File: config.mk
export PLATFORM = sky130hd
export DESIGN_NAME = adaptive_dispatch_band_governor_unit
export DESIGN_NICKNAME = d
export VERILOG_FILES = /design/src/hw/rtl/adbg_pkg.sv /design/src/hw/rtl/adaptive_dispatch_band_governor_unit.sv /design/src/hw/rtl/adbg_divider.sv
export SDC_FILE = /design/constraint.sdc
export NUM_CORES = 2
export LEC_CHECK = 0
export BUFFER_PORTS_ARGS = -buffer_cell sky130_fd_sc_hd__buf_2
export CORE_ASPECT_RATIO = 1.1
export CORE_UTILIZATION = 34
export CTS_BUF_LIST = sky130_fd_sc_hd__clkbuf_4
export CTS_CLUSTER_SIZE = 24
export DETAILED_ROUTE_END_ITERATION = 8
export SYNTH_ARGS = -nofsm -noshare
export SYNTH_HDL_FRONTEND = slang
export SYNTH_HIERARCHICAL = 1
export SYNTH_SLANG_ARGS = --single-unit
File: constraint.sdc
create_clock -name clock -period 8.16 [get_ports clock]
set_clock_uncertainty 0.1 [all_clocks]
set_input_delay 0.816 -clock clock [delete_from_list [all_inputs] [get_ports clock]]
set_output_delay 0.816 -clock clock [all_outputs]
set_load 0.03 [all_outputs]
File: src/hw/rtl/adbg_pkg.sv
// Shared widths, reset values and codes of the adaptive dispatch band governor.
package adbg_pkg;

   localparam int PIX_W     = 25;
   localparam int TIME_W    = 32;
   localparam int RATIO_W   = 10;
   localparam int ROWS_W    = 16;
   localparam int CSR_IDX_W = 3;
   localparam int CSR_DATA_W = 32;

   localparam int RATIO_FRAC_BITS    = 8;
   localparam int TIME_FRACTION_BITS = 8;

   localparam logic [PIX_W-1:0]   PIXEL_LIMIT        = PIX_W'(16777216);
   localparam logic [TIME_W-1:0]  TARGET_TIME_RESET  = TIME_W'(16 << TIME_FRACTION_BITS);
   localparam logic [TIME_W-1:0]  STOP_TIME_RESET    = TIME_W'(1000 << TIME_FRACTION_BITS);
   localparam logic [RATIO_W-1:0] GROWTH_RATIO_RESET = RATIO_W'(512);
   localparam logic [PIX_W-1:0]   MAX_PIXELS_RESET   = PIXEL_LIMIT;
   localparam logic [ROWS_W-1:0]  MAX_ROWS_RESET     = ROWS_W'(65535);

   localparam logic [CSR_IDX_W-1:0] CSR_TARGET_TIME  = CSR_IDX_W'(0);
   localparam logic [CSR_IDX_W-1:0] CSR_STOP_TIME    = CSR_IDX_W'(1);
   localparam logic [CSR_IDX_W-1:0] CSR_GROWTH_RATIO = CSR_IDX_W'(2);
   localparam logic [CSR_IDX_W-1:0] CSR_MAX_PIXELS   = CSR_IDX_W'(3);
   localparam logic [CSR_IDX_W-1:0] CSR_MAX_ROWS     = CSR_IDX_W'(4);

   localparam logic OP_RECORD = 1'b0;
   localparam logic OP_QUERY  = 1'b1;

endpackage

File: src/hw/rtl/adaptive_dispatch_band_governor_unit.sv
// Top level of the adaptive dispatch band governor: sequencer, state and channels.
//
//   channel  direction  handshake            payload
//   req      in         req_valid/req_stall  op, pixels, time, invalid flag, rows, width
//   rsp      out        rsp_valid/rsp_stall  accepted, rows, budget, safety flag, cap, error
//   csr      in         csr_valid/csr_ready  csr_index, csr_data
//
// One transaction is taken at a time. A record transaction passes product, update
// and load in turn. A valid query waits for the 25 steps of the serial divider that
// splits the allowance by the band width; a bad query goes straight to load with an
// error. The next transaction is taken once the unit is back in idle after a load.
// Reset is synchronous and restores registers and governor state.
// A result waits in the output register while rsp_stall is high; the next
// transaction is already accepted and finishes once the register is free.
module adaptive_dispatch_band_governor_unit (
   input  logic                                clock,
   input  logic                                reset,

   input  logic                                req_valid,
   output logic                                req_stall,
   input  logic                                req_op,
   input  logic [adbg_pkg::PIX_W-1:0]          req_dispatched_pixels,
   input  logic [adbg_pkg::TIME_W-1:0]         req_measured_time,
   input  logic                                req_time_invalid,
   input  logic [adbg_pkg::ROWS_W-1:0]         req_remaining_rows,
   input  logic [adbg_pkg::PIX_W-1:0]          req_band_width,

   output logic                                rsp_valid,
   input  logic                                rsp_stall,
   output logic                                rsp_accepted,
   output logic [adbg_pkg::ROWS_W-1:0]         rsp_rows,
   output logic [adbg_pkg::PIX_W-1:0]          rsp_pixel_budget,
   output logic                                rsp_safety_active,
   output logic [adbg_pkg::PIX_W-1:0]          rsp_safety_cap,
   output logic                                rsp_request_error,

   input  logic                                csr_valid,
   output logic                                csr_ready,
   input  logic [adbg_pkg::CSR_IDX_W-1:0]      csr_index,
   input  logic [adbg_pkg::CSR_DATA_W-1:0]     csr_data
);

   localparam int PROD_W = adbg_pkg::PIX_W + adbg_pkg::RATIO_W;
   localparam int SCL_W  = PROD_W - adbg_pkg::RATIO_FRAC_BITS;

   typedef enum logic [2:0] {
      ST_IDLE,
      ST_EVAL,
      ST_APPLY,
      ST_DIVIDE,
      ST_RESULT
   } state_type;

   state_type                          state_ff;

   logic [adbg_pkg::TIME_W-1:0]        target_time_ff;
   logic [adbg_pkg::TIME_W-1:0]        stop_time_ff;
   logic [adbg_pkg::RATIO_W-1:0]       growth_ratio_ff;
   logic [adbg_pkg::PIX_W-1:0]         max_pixels_ff;
   logic [adbg_pkg::ROWS_W-1:0]        max_rows_ff;

   logic [adbg_pkg::PIX_W-1:0]         budget_ff;
   logic                               safety_ff;
   logic [adbg_pkg::PIX_W-1:0]         cap_ff;

   logic                               op_ff;
   logic [adbg_pkg::PIX_W-1:0]         pix_ff;
   logic [adbg_pkg::TIME_W-1:0]        time_ff;
   logic                               inval_ff;
   logic [adbg_pkg::ROWS_W-1:0]        rem_ff;
   logic [adbg_pkg::PIX_W-1:0]         bw_ff;
   logic [PROD_W-1:0]                  prod_ff;

   logic                               res_acc_ff;
   logic [adbg_pkg::ROWS_W-1:0]        res_rows_ff;
   logic                               res_err_ff;

   logic                               rsp_valid_ff;
   logic                               rsp_acc_ff;
   logic [adbg_pkg::ROWS_W-1:0]        rsp_rows_ff;
   logic [adbg_pkg::PIX_W-1:0]         rsp_budget_ff;
   logic                               rsp_safety_ff;
   logic [adbg_pkg::PIX_W-1:0]         rsp_cap_ff;
   logic                               rsp_err_ff;

   logic                               query_bad;
   logic [adbg_pkg::PIX_W-1:0]         allowance;
   logic                               div_start;
   logic                               div_done;
   logic [adbg_pkg::PIX_W-1:0]         div_quotient;

   logic                               over_stop;
   logic                               rec_reject;
   logic                               rec_safety;
   logic [adbg_pkg::PIX_W-1:0]         half_pix;
   logic [adbg_pkg::PIX_W-1:0]         reduce;
   logic [adbg_pkg::PIX_W-1:0]         new_cap;
   logic [SCL_W-1:0]                   scaled;
   logic [adbg_pkg::PIX_W-1:0]         clamped;
   logic [adbg_pkg::PIX_W-1:0]         quo_min1;
   logic [adbg_pkg::ROWS_W-1:0]        row_limit;
   logic [adbg_pkg::ROWS_W-1:0]        rows_calc;
   logic                               out_free;

   assign req_stall = (state_ff != ST_IDLE);
   assign csr_ready = (state_ff == ST_IDLE);
   assign out_free  = !rsp_valid_ff || !rsp_stall;

   // Query preconditions and the allowance handed to the divider.
   assign query_bad = (rem_ff == '0) || (bw_ff == '0) || (bw_ff > max_pixels_ff);
   assign allowance = safety_ff ? adbg_pkg::PIX_W'(1)
                    : ((target_time_ff != '0) ? budget_ff : max_pixels_ff);
   assign div_start = (state_ff == ST_EVAL) && (op_ff == adbg_pkg::OP_QUERY) && !query_bad;

   adbg_divider u_divider (
      .clock    (clock),
      .reset    (reset),
      .start    (div_start),
      .dividend (allowance),
      .divisor  (bw_ff),
      .done     (div_done),
      .quotient (div_quotient)
   );

   always_comb begin
      over_stop  = time_ff > stop_time_ff;
      rec_reject = inval_ff || (pix_ff > max_pixels_ff)
                 || (over_stop && (pix_ff == adbg_pkg::PIX_W'(1)));
      rec_safety = (time_ff == '0) || over_stop;
      half_pix   = {1'b0, pix_ff[adbg_pkg::PIX_W-1:1]};
      if (time_ff == '0 || half_pix == '0) begin
         reduce = adbg_pkg::PIX_W'(1);
      end else begin
         reduce = half_pix;
      end
      new_cap = (reduce < cap_ff) ? reduce : cap_ff;
      priority if (time_ff < target_time_ff) begin
         scaled = prod_ff[PROD_W-1:adbg_pkg::RATIO_FRAC_BITS];
      end else if (time_ff > target_time_ff) begin
         scaled = SCL_W'(half_pix);
      end else begin
         scaled = SCL_W'(pix_ff);
      end
      if (scaled > SCL_W'(max_pixels_ff)) begin
         clamped = max_pixels_ff;
      end else begin
         clamped = scaled[adbg_pkg::PIX_W-1:0];
      end
      if (clamped == '0) begin
         clamped = adbg_pkg::PIX_W'(1);
      end
   end

   always_comb begin
      quo_min1  = (div_quotient == '0) ? adbg_pkg::PIX_W'(1) : div_quotient;
      row_limit = (rem_ff < max_rows_ff) ? rem_ff : max_rows_ff;
      if (adbg_pkg::PIX_W'(row_limit) < quo_min1) begin
         rows_calc = row_limit;
      end else begin
         rows_calc = quo_min1[adbg_pkg::ROWS_W-1:0];
      end
   end

   always_ff @(posedge clock) begin
      if (reset) begin
         state_ff        <= ST_IDLE;
         target_time_ff  <= adbg_pkg::TARGET_TIME_RESET;
         stop_time_ff    <= adbg_pkg::STOP_TIME_RESET;
         growth_ratio_ff <= adbg_pkg::GROWTH_RATIO_RESET;
         max_pixels_ff   <= adbg_pkg::MAX_PIXELS_RESET;
         max_rows_ff     <= adbg_pkg::MAX_ROWS_RESET;
         budget_ff       <= adbg_pkg::PIXEL_LIMIT;
         safety_ff       <= 1'b0;
         cap_ff          <= adbg_pkg::PIXEL_LIMIT;
         rsp_valid_ff    <= 1'b0;
      end else begin
         if (csr_valid && csr_ready) begin
            unique case (csr_index)
               adbg_pkg::CSR_TARGET_TIME:  target_time_ff  <= csr_data;
               adbg_pkg::CSR_STOP_TIME:    stop_time_ff    <= csr_data;
               adbg_pkg::CSR_GROWTH_RATIO:
                  growth_ratio_ff <= csr_data[adbg_pkg::RATIO_W-1:0];
               adbg_pkg::CSR_MAX_PIXELS:
                  max_pixels_ff <= csr_data[adbg_pkg::PIX_W-1:0];
               adbg_pkg::CSR_MAX_ROWS:
                  max_rows_ff <= csr_data[adbg_pkg::ROWS_W-1:0];
               default: begin
               end
            endcase
         end

         if (state_ff == ST_RESULT && out_free) begin
            rsp_valid_ff <= 1'b1;
         end else if (!rsp_stall) begin
            rsp_valid_ff <= 1'b0;
         end

         unique case (state_ff)
            ST_IDLE: begin
               if (req_valid) begin
                  op_ff    <= req_op;
                  pix_ff   <= req_dispatched_pixels;
                  time_ff  <= req_measured_time;
                  inval_ff <= req_time_invalid;
                  rem_ff   <= req_remaining_rows;
                  bw_ff    <= req_band_width;
                  state_ff <= ST_EVAL;
               end
            end
            ST_EVAL: begin
               res_acc_ff  <= 1'b0;
               res_rows_ff <= '0;
               res_err_ff  <= 1'b0;
               if (op_ff == adbg_pkg::OP_RECORD) begin
                  prod_ff  <= PROD_W'(pix_ff) * PROD_W'(growth_ratio_ff);
                  state_ff <= ST_APPLY;
               end else if (query_bad) begin
                  res_err_ff <= 1'b1;
                  state_ff   <= ST_RESULT;
               end else begin
                  state_ff <= ST_DIVIDE;
               end
            end
            ST_APPLY: begin
               priority if (pix_ff == '0) begin
                  res_err_ff <= 1'b1;
               end else if (rec_reject) begin
                  budget_ff <= adbg_pkg::PIX_W'(1);
               end else if (rec_safety) begin
                  safety_ff  <= 1'b1;
                  cap_ff     <= new_cap;
                  budget_ff  <= new_cap;
                  res_acc_ff <= 1'b1;
               end else begin
                  res_acc_ff <= 1'b1;
                  if (target_time_ff != '0) begin
                     budget_ff <= clamped;
                  end
               end
               state_ff <= ST_RESULT;
            end
            ST_DIVIDE: begin
               if (div_done) begin
                  res_rows_ff <= rows_calc;
                  state_ff    <= ST_RESULT;
               end
            end
            ST_RESULT: begin
               if (out_free) begin
                  rsp_acc_ff    <= res_acc_ff;
                  rsp_rows_ff   <= res_rows_ff;
                  rsp_budget_ff <= budget_ff;
                  rsp_safety_ff <= safety_ff;
                  rsp_cap_ff    <= cap_ff;
                  rsp_err_ff    <= res_err_ff;
                  state_ff      <= ST_IDLE;
               end
            end
            default: begin
               state_ff <= ST_IDLE;
            end
         endcase
      end
   end

   assign rsp_valid         = rsp_valid_ff;
   assign rsp_accepted      = rsp_acc_ff;
   assign rsp_rows          = rsp_rows_ff;
   assign rsp_pixel_budget  = rsp_budget_ff;
   assign rsp_safety_active = rsp_safety_ff;
   assign rsp_safety_cap    = rsp_cap_ff;
   assign rsp_request_error = rsp_err_ff;

endmodule

File: src/hw/rtl/adbg_divider.sv
// Restoring shift-subtract divider, one quotient bit per cycle.
module adbg_divider (
   input  logic                        clock,
   input  logic                        reset,
   input  logic                        start,
   input  logic [adbg_pkg::PIX_W-1:0]  dividend,
   input  logic [adbg_pkg::PIX_W-1:0]  divisor,
   output logic                        done,
   output logic [adbg_pkg::PIX_W-1:0]  quotient
);

   localparam int CNT_W = $clog2(adbg_pkg::PIX_W);

   logic                        busy_ff;
   logic                        done_ff;
   logic [CNT_W-1:0]            cnt_ff;
   logic [adbg_pkg::PIX_W:0]    rem_ff;
   logic [adbg_pkg::PIX_W-1:0]  quo_ff;
   logic [adbg_pkg::PIX_W-1:0]  div_ff;
   logic [adbg_pkg::PIX_W:0]    shifted;
   logic [adbg_pkg::PIX_W+1:0]  trial;

   assign shifted = {rem_ff[adbg_pkg::PIX_W-1:0], quo_ff[adbg_pkg::PIX_W-1]};
   assign trial   = {1'b0, shifted} - {2'b00, div_ff};

   always_ff @(posedge clock) begin
      if (reset) begin
         busy_ff <= 1'b0;
         done_ff <= 1'b0;
      end else begin
         done_ff <= 1'b0;
         if (start) begin
            busy_ff <= 1'b1;
            cnt_ff  <= CNT_W'(adbg_pkg::PIX_W - 1);
            rem_ff  <= '0;
            quo_ff  <= dividend;
            div_ff  <= divisor;
         end else if (busy_ff) begin
            if (trial[adbg_pkg::PIX_W+1]) begin
               rem_ff <= shifted;
               quo_ff <= {quo_ff[adbg_pkg::PIX_W-2:0], 1'b0};
            end else begin
               rem_ff <= trial[adbg_pkg::PIX_W:0];
               quo_ff <= {quo_ff[adbg_pkg::PIX_W-2:0], 1'b1};
            end
            if (cnt_ff == '0) begin
               busy_ff <= 1'b0;
               done_ff <= 1'b1;
            end
            cnt_ff <= cnt_ff - 1'b1;
         end
      end
   end

   assign done     = done_ff;
   assign quotient = quo_ff;

endmodule
==> metrics.md <==
| Metric | Value |
|---|---|
| Status | completed |
| Final-report setup violation count | 0 |
| Via count | 24,600 |
| Number of antenna violations at the first check in global routing | 14 |
| Maximum resistive drop on vdd | between 0.09 and 0.1 mV |
| Hold Violations, Final | 0 |
| Critical path launch point type | flop |
| Detailed Route WL | roughly 96 mm |
| Core Area | 91,600 µm² |
| Number of fill cells | between 9,000 and 10,000 |
| Cell area after synthesis | 31,600 µm² |
| CP bufs+invs | 1 |
| Cts bufs inserted | between 100 and 150 |
| Standard cell with the maximum stage delay on the critical path | sky130_fd_sc_hd__dfxtp_1 |
| Static power due to leakage | around 15 nW |
| Pre-CTS setup slack | around 1600 ps |
| Minimum clock period | ~6500 ps |
| Share of power burned in combinational logic | 15.4% |
| Hold-fix buffers at CTS | around 110 |
| Slew HR | between 20% and 30% |
| Cell type contributing the most total cell area after synthesis | sky130_fd_sc_hd__edfxtp_1 |
| Main area contributors after synthesis | sky130_fd_sc_hd__edfxtp_1 28%, sky130_fd_sc_hd__fa_1 12%, sky130_fd_sc_hd__ha_1 11%, sky130_fd_sc_hd__dfxtp_1 11%, sky130_fd_sc_hd__nand2_1 5.6% |
| Core Rows | approximately 120 |
| Clock latency reported for the late side of the worst-skew pair | between 900 and 1000 ps |
| Top library cells by usage in the layout, fill and taps aside | 474 x sky130_fd_sc_hd__nand2_1, 329 x sky130_fd_sc_hd__inv_1, 294 x sky130_fd_sc_hd__edfxtp_1 |
| H-Tree Depth | 3 |
| Fraction of the yosys area taken by sequential cells | between 30% and 40% |
| Register bit count reported by yosys | 466 |
| Net total in the final layout | 4,086 |
| Clock power share | a little under two fifths |
| Highest achievable clock rate | 0.155 GHz |
| Syn nets | between 3,000 and 4,000 |
| Number of enable flip-flop cells after synthesis | roughly 300 |
| Category of cells accounting for the largest share of critical-path delay | adder cells |
| Clk sink count | around 470 |
| Final Hold Slack | 105 ps |
| Area fraction of the dominant cell type after synthesis | about 28% |
| Drt drc | 0 |
| TritonCTS clock tree | done |
| Final global-route overflow total | 0 |
| Worst path cell trace | nand2_1 -> fa_1 -> inv_1 -> fa_1 -> fa_1 -> fa_1 -> fa_1 -> ha_1 -> a211o_1 -> or3_1 -> a21oi_1 -> o311ai_0 -> a31oi_1 -> o21bai_1 -> xnor2_1 |
| Port buffer count | 211 |
| Final estimated routing congestion in global placement | between 0.9 and 1 |
| CTS Buffer Depth | 3 |
| Max-slew violations | 0 |
| Number of instances resized during post-cts repair | 0 |
| Unrepaired setup endpoints after global routing | false |
| Clock transition at path regs | about 70 ps |
| First-pass DRT Iterations | 8 |
| Critical path data required time | just under 9000 ps |
| DIE AREA | 94,200 µm² |
| Wire length of the first global-routing pass | around 140 mm |
| Worst Path Class, Setup | reg -> reg |
| Post-route worst setup slack | 1700 ps |
| Boundary Pins | 212 |
| Starting DRC count in detailed routing | 1,770 |
| Total setup buffers inserted after CTS | 0 |
| Maximum number of pins on one net before global-route repair | 97 |
| Worst path arrival time | between 7000 and 8000 ps |
| Wirelength per Cell | just under 20 µm |
| Master cell of the clock root buffer | sky130_fd_sc_hd__clkbuf_4 |
| Post-synth ARST share | 0% |
| Die span in x | about 290 µm |
| Aggregate negative setup slack | 0 ps |
| Most frequent standard cell in the layout excluding fill and tap cells | sky130_fd_sc_hd__nand2_1 |
| Initial Utilization | between 30% and 40% |
| HPWL after DPL | about 70 mm |
| Relative contribution of sequential cells to total power | 47.8% |
| Switching power summed over all nets | 1.61 mW |
| Synthesized netlist cell count | approximately 3,100 |
| Predominant post-synthesis flop cell | sky130_fd_sc_hd__edfxtp_1 |
| Number of maximum-capacitance constraint violations | 0 |
| Vias in the first global route | about 25,000 |
| Transition time at the pin with the least slew margin | 1190 ps |
| Fraction of layout instances using a drive strength above 1 | 15.7% |
| CP Capture Type | flop |
| Share of total power consumed by net switching | about 29% |
| Power density cells | ~150 nW/µm² |
| Residual antenna-violating net count after detailed routing | 0 |
| Warning count from the yosys run | 6 |
| Global router's overall resource usage | roughly a fifth |
| Internal power component | ~4.0 mW |
| Via-per-instance ratio | 5.11 |
| Area added between synthesis and finish | 15.9% |
| Hold Path Class | in -> reg |
| Utilization after layout | between 30 and 40% |
| Period utilisation layout | around four fifths |
| Max FO, Critical Path | 26 |
| Count of distinct cell types in the synthesized netlist | 81 |
| Max stage delay on crit path | between 1000 and 1500 ps |
| Floorplan die height | between 300 and 400 µm |
| Post-synthesis area per instance | around 10 µm² |
| Most used cell, CP | sky130_fd_sc_hd__fa_1 |
kinds of logic (layout without fill, tap and decap cells):
| group | Yosys count | after routing | share of synthesized area (%) |
|---|---|---|---|
| flops | 466 | 466 | 38.8 |
| simple gates | 985 | 985 | 14.5 |
| fa+ha+maj | 468 | 468 | 22.8 |
| mux | 181 | 181 | 6.11 |
| other cells | 0 | 1 | 0 |
| buf+inv | 475 | 905 | 5.75 |
| compound gates | 529 | 529 | 10.8 |
| xor+xnor | 43 | 43 | 1.19 |
per-layer routing:
| metal | vias to the layer above | wire (µm) | share of wire, % | track usage [%] |
|---|---|---|---|---|
| met4 | 18 | 3820 | 4.0 | 8.95 |
| met5 | - | 100 | 0.10 | 0 |
| li1 | 11700 | - | - | - |
| met3 | 218 | 6150 | 6.4 | 3.83 |
| met1 | 12000 | 40200 | 42 | 25.1 |
| met2 | 772 | 45600 | 48 | 33.8 |
state kept, by name, indices dropped and copies added, names as in the netlist, 3 cells and up:
name and count:
stop_time_ff 32, target_time_ff 32, time_ff 32, prod_ff 27, budget_ff 25, bw_ff 25
cap_ff 25, max_pixels_ff 25, pix_ff 25, rsp_pixel_budget 25, rsp_safety_cap 25, u_divider/div_ff 25
u_divider/quotient 25, u_divider/rem_ff 25, max_rows_ff 16, rem_ff 16, res_rows_ff 16, rsp_rows 16
growth_ratio_ff 10, u_divider/cnt_ff 5, state_ff 3
path summary, 6_finish.rpt:
kind / start / end / slack [ps] / depth (start not counted)
max: growth_ratio_ff[9] / prod_ff[34] / 1700 / 15
min: csr_data[18] / target_time_ff[18] / 100 / 3
max reg2reg: growth_ratio_ff[9] / prod_ff[34] / 1700 / 15
min reg2reg: res_rows_ff[8] / rsp_rows[8] / 320 / 0
worst reg2reg max path, stage by stage (launching register included):
cell                       delay [ps]
sky130_fd_sc_hd__dfxtp_1         1050
sky130_fd_sc_hd__nand2_1          220
sky130_fd_sc_hd__fa_1             590
sky130_fd_sc_hd__inv_1             60
sky130_fd_sc_hd__fa_1             500
sky130_fd_sc_hd__fa_1             520
sky130_fd_sc_hd__fa_1             510
sky130_fd_sc_hd__fa_1             490
sky130_fd_sc_hd__ha_1             390
sky130_fd_sc_hd__a211o_1          300
sky130_fd_sc_hd__or3_1            340
sky130_fd_sc_hd__a21oi_1          360
sky130_fd_sc_hd__o311ai_0         250
sky130_fd_sc_hd__a31oi_1          290
sky130_fd_sc_hd__o21bai_1         110
sky130_fd_sc_hd__xnor2_1          120
power groups by stage:
stage	registers, mW	clock network (mW)	logic [mW]
final	2.69	2.07	0.866
after global routing	2.70	2.25	0.971
after CTS	2.69	2.15	0.868
after detailed placement	2.74	0	0.820
after global placement	2.74	0	0.809
after floorplan	2.69	0	0.590
metrics by stage:
| step | total power, mW | cells | instance area, µm² |
|---|---|---|---|
| final | 5.63 | 4817 | 36600 |
| after global routing | 5.92 | 4817 | 36600 |
| after CTS | 5.70 | 4816 | 36600 |
| after detailed placement | 3.56 | 4483 | 33900 |
| after global placement | 3.55 | 4483 | 33900 |
| after floorplan | 3.28 | 3147 | 31600 |
cell usage after synthesis, types with 18 or more instances:
cell and count:
sky130_fd_sc_hd__nand4_1 52, sky130_fd_sc_hd__inv_1 329, sky130_fd_sc_hd__o21a_1 18, sky130_fd_sc_hd__and2_1 119
sky130_fd_sc_hd__a211oi_1 46, sky130_fd_sc_hd__nand3_1 23, sky130_fd_sc_hd__fa_1 182, sky130_fd_sc_hd__a21o_1 44
sky130_fd_sc_hd__ha_1 286, sky130_fd_sc_hd__and3_1 20, sky130_fd_sc_hd__o211ai_1 35, sky130_fd_sc_hd__nor2_1 157
sky130_fd_sc_hd__mux2i_1 86, sky130_fd_sc_hd__xnor2_1 28, sky130_fd_sc_hd__mux2_2 95, sky130_fd_sc_hd__edfxtp_1 294
sky130_fd_sc_hd__nor3_1 31, sky130_fd_sc_hd__a2bb2oi_1 23, sky130_fd_sc_hd__dfxtp_1 172, sky130_fd_sc_hd__nor4_1 49
sky130_fd_sc_hd__nand2_1 474, sky130_fd_sc_hd__clkbuf_1 127, sky130_fd_sc_hd__a21oi_1 206, sky130_fd_sc_hd__o21ai_0 79
layout make-up:
cell class,instances,area (µm²),share of cell area [%]
multi-input cells,2206,17600,48.0
flip-flops and latches,466,12300,33.5
repair buffers,354,2410,6.59
well taps,1239,1550,4.23
clock buffers,184,1380,3.77
inverters,330,1240,3.38
clock inverters,37,181,0.495
diodes,1,2.50,0.00683
Power figures use the tool's default switching activity.
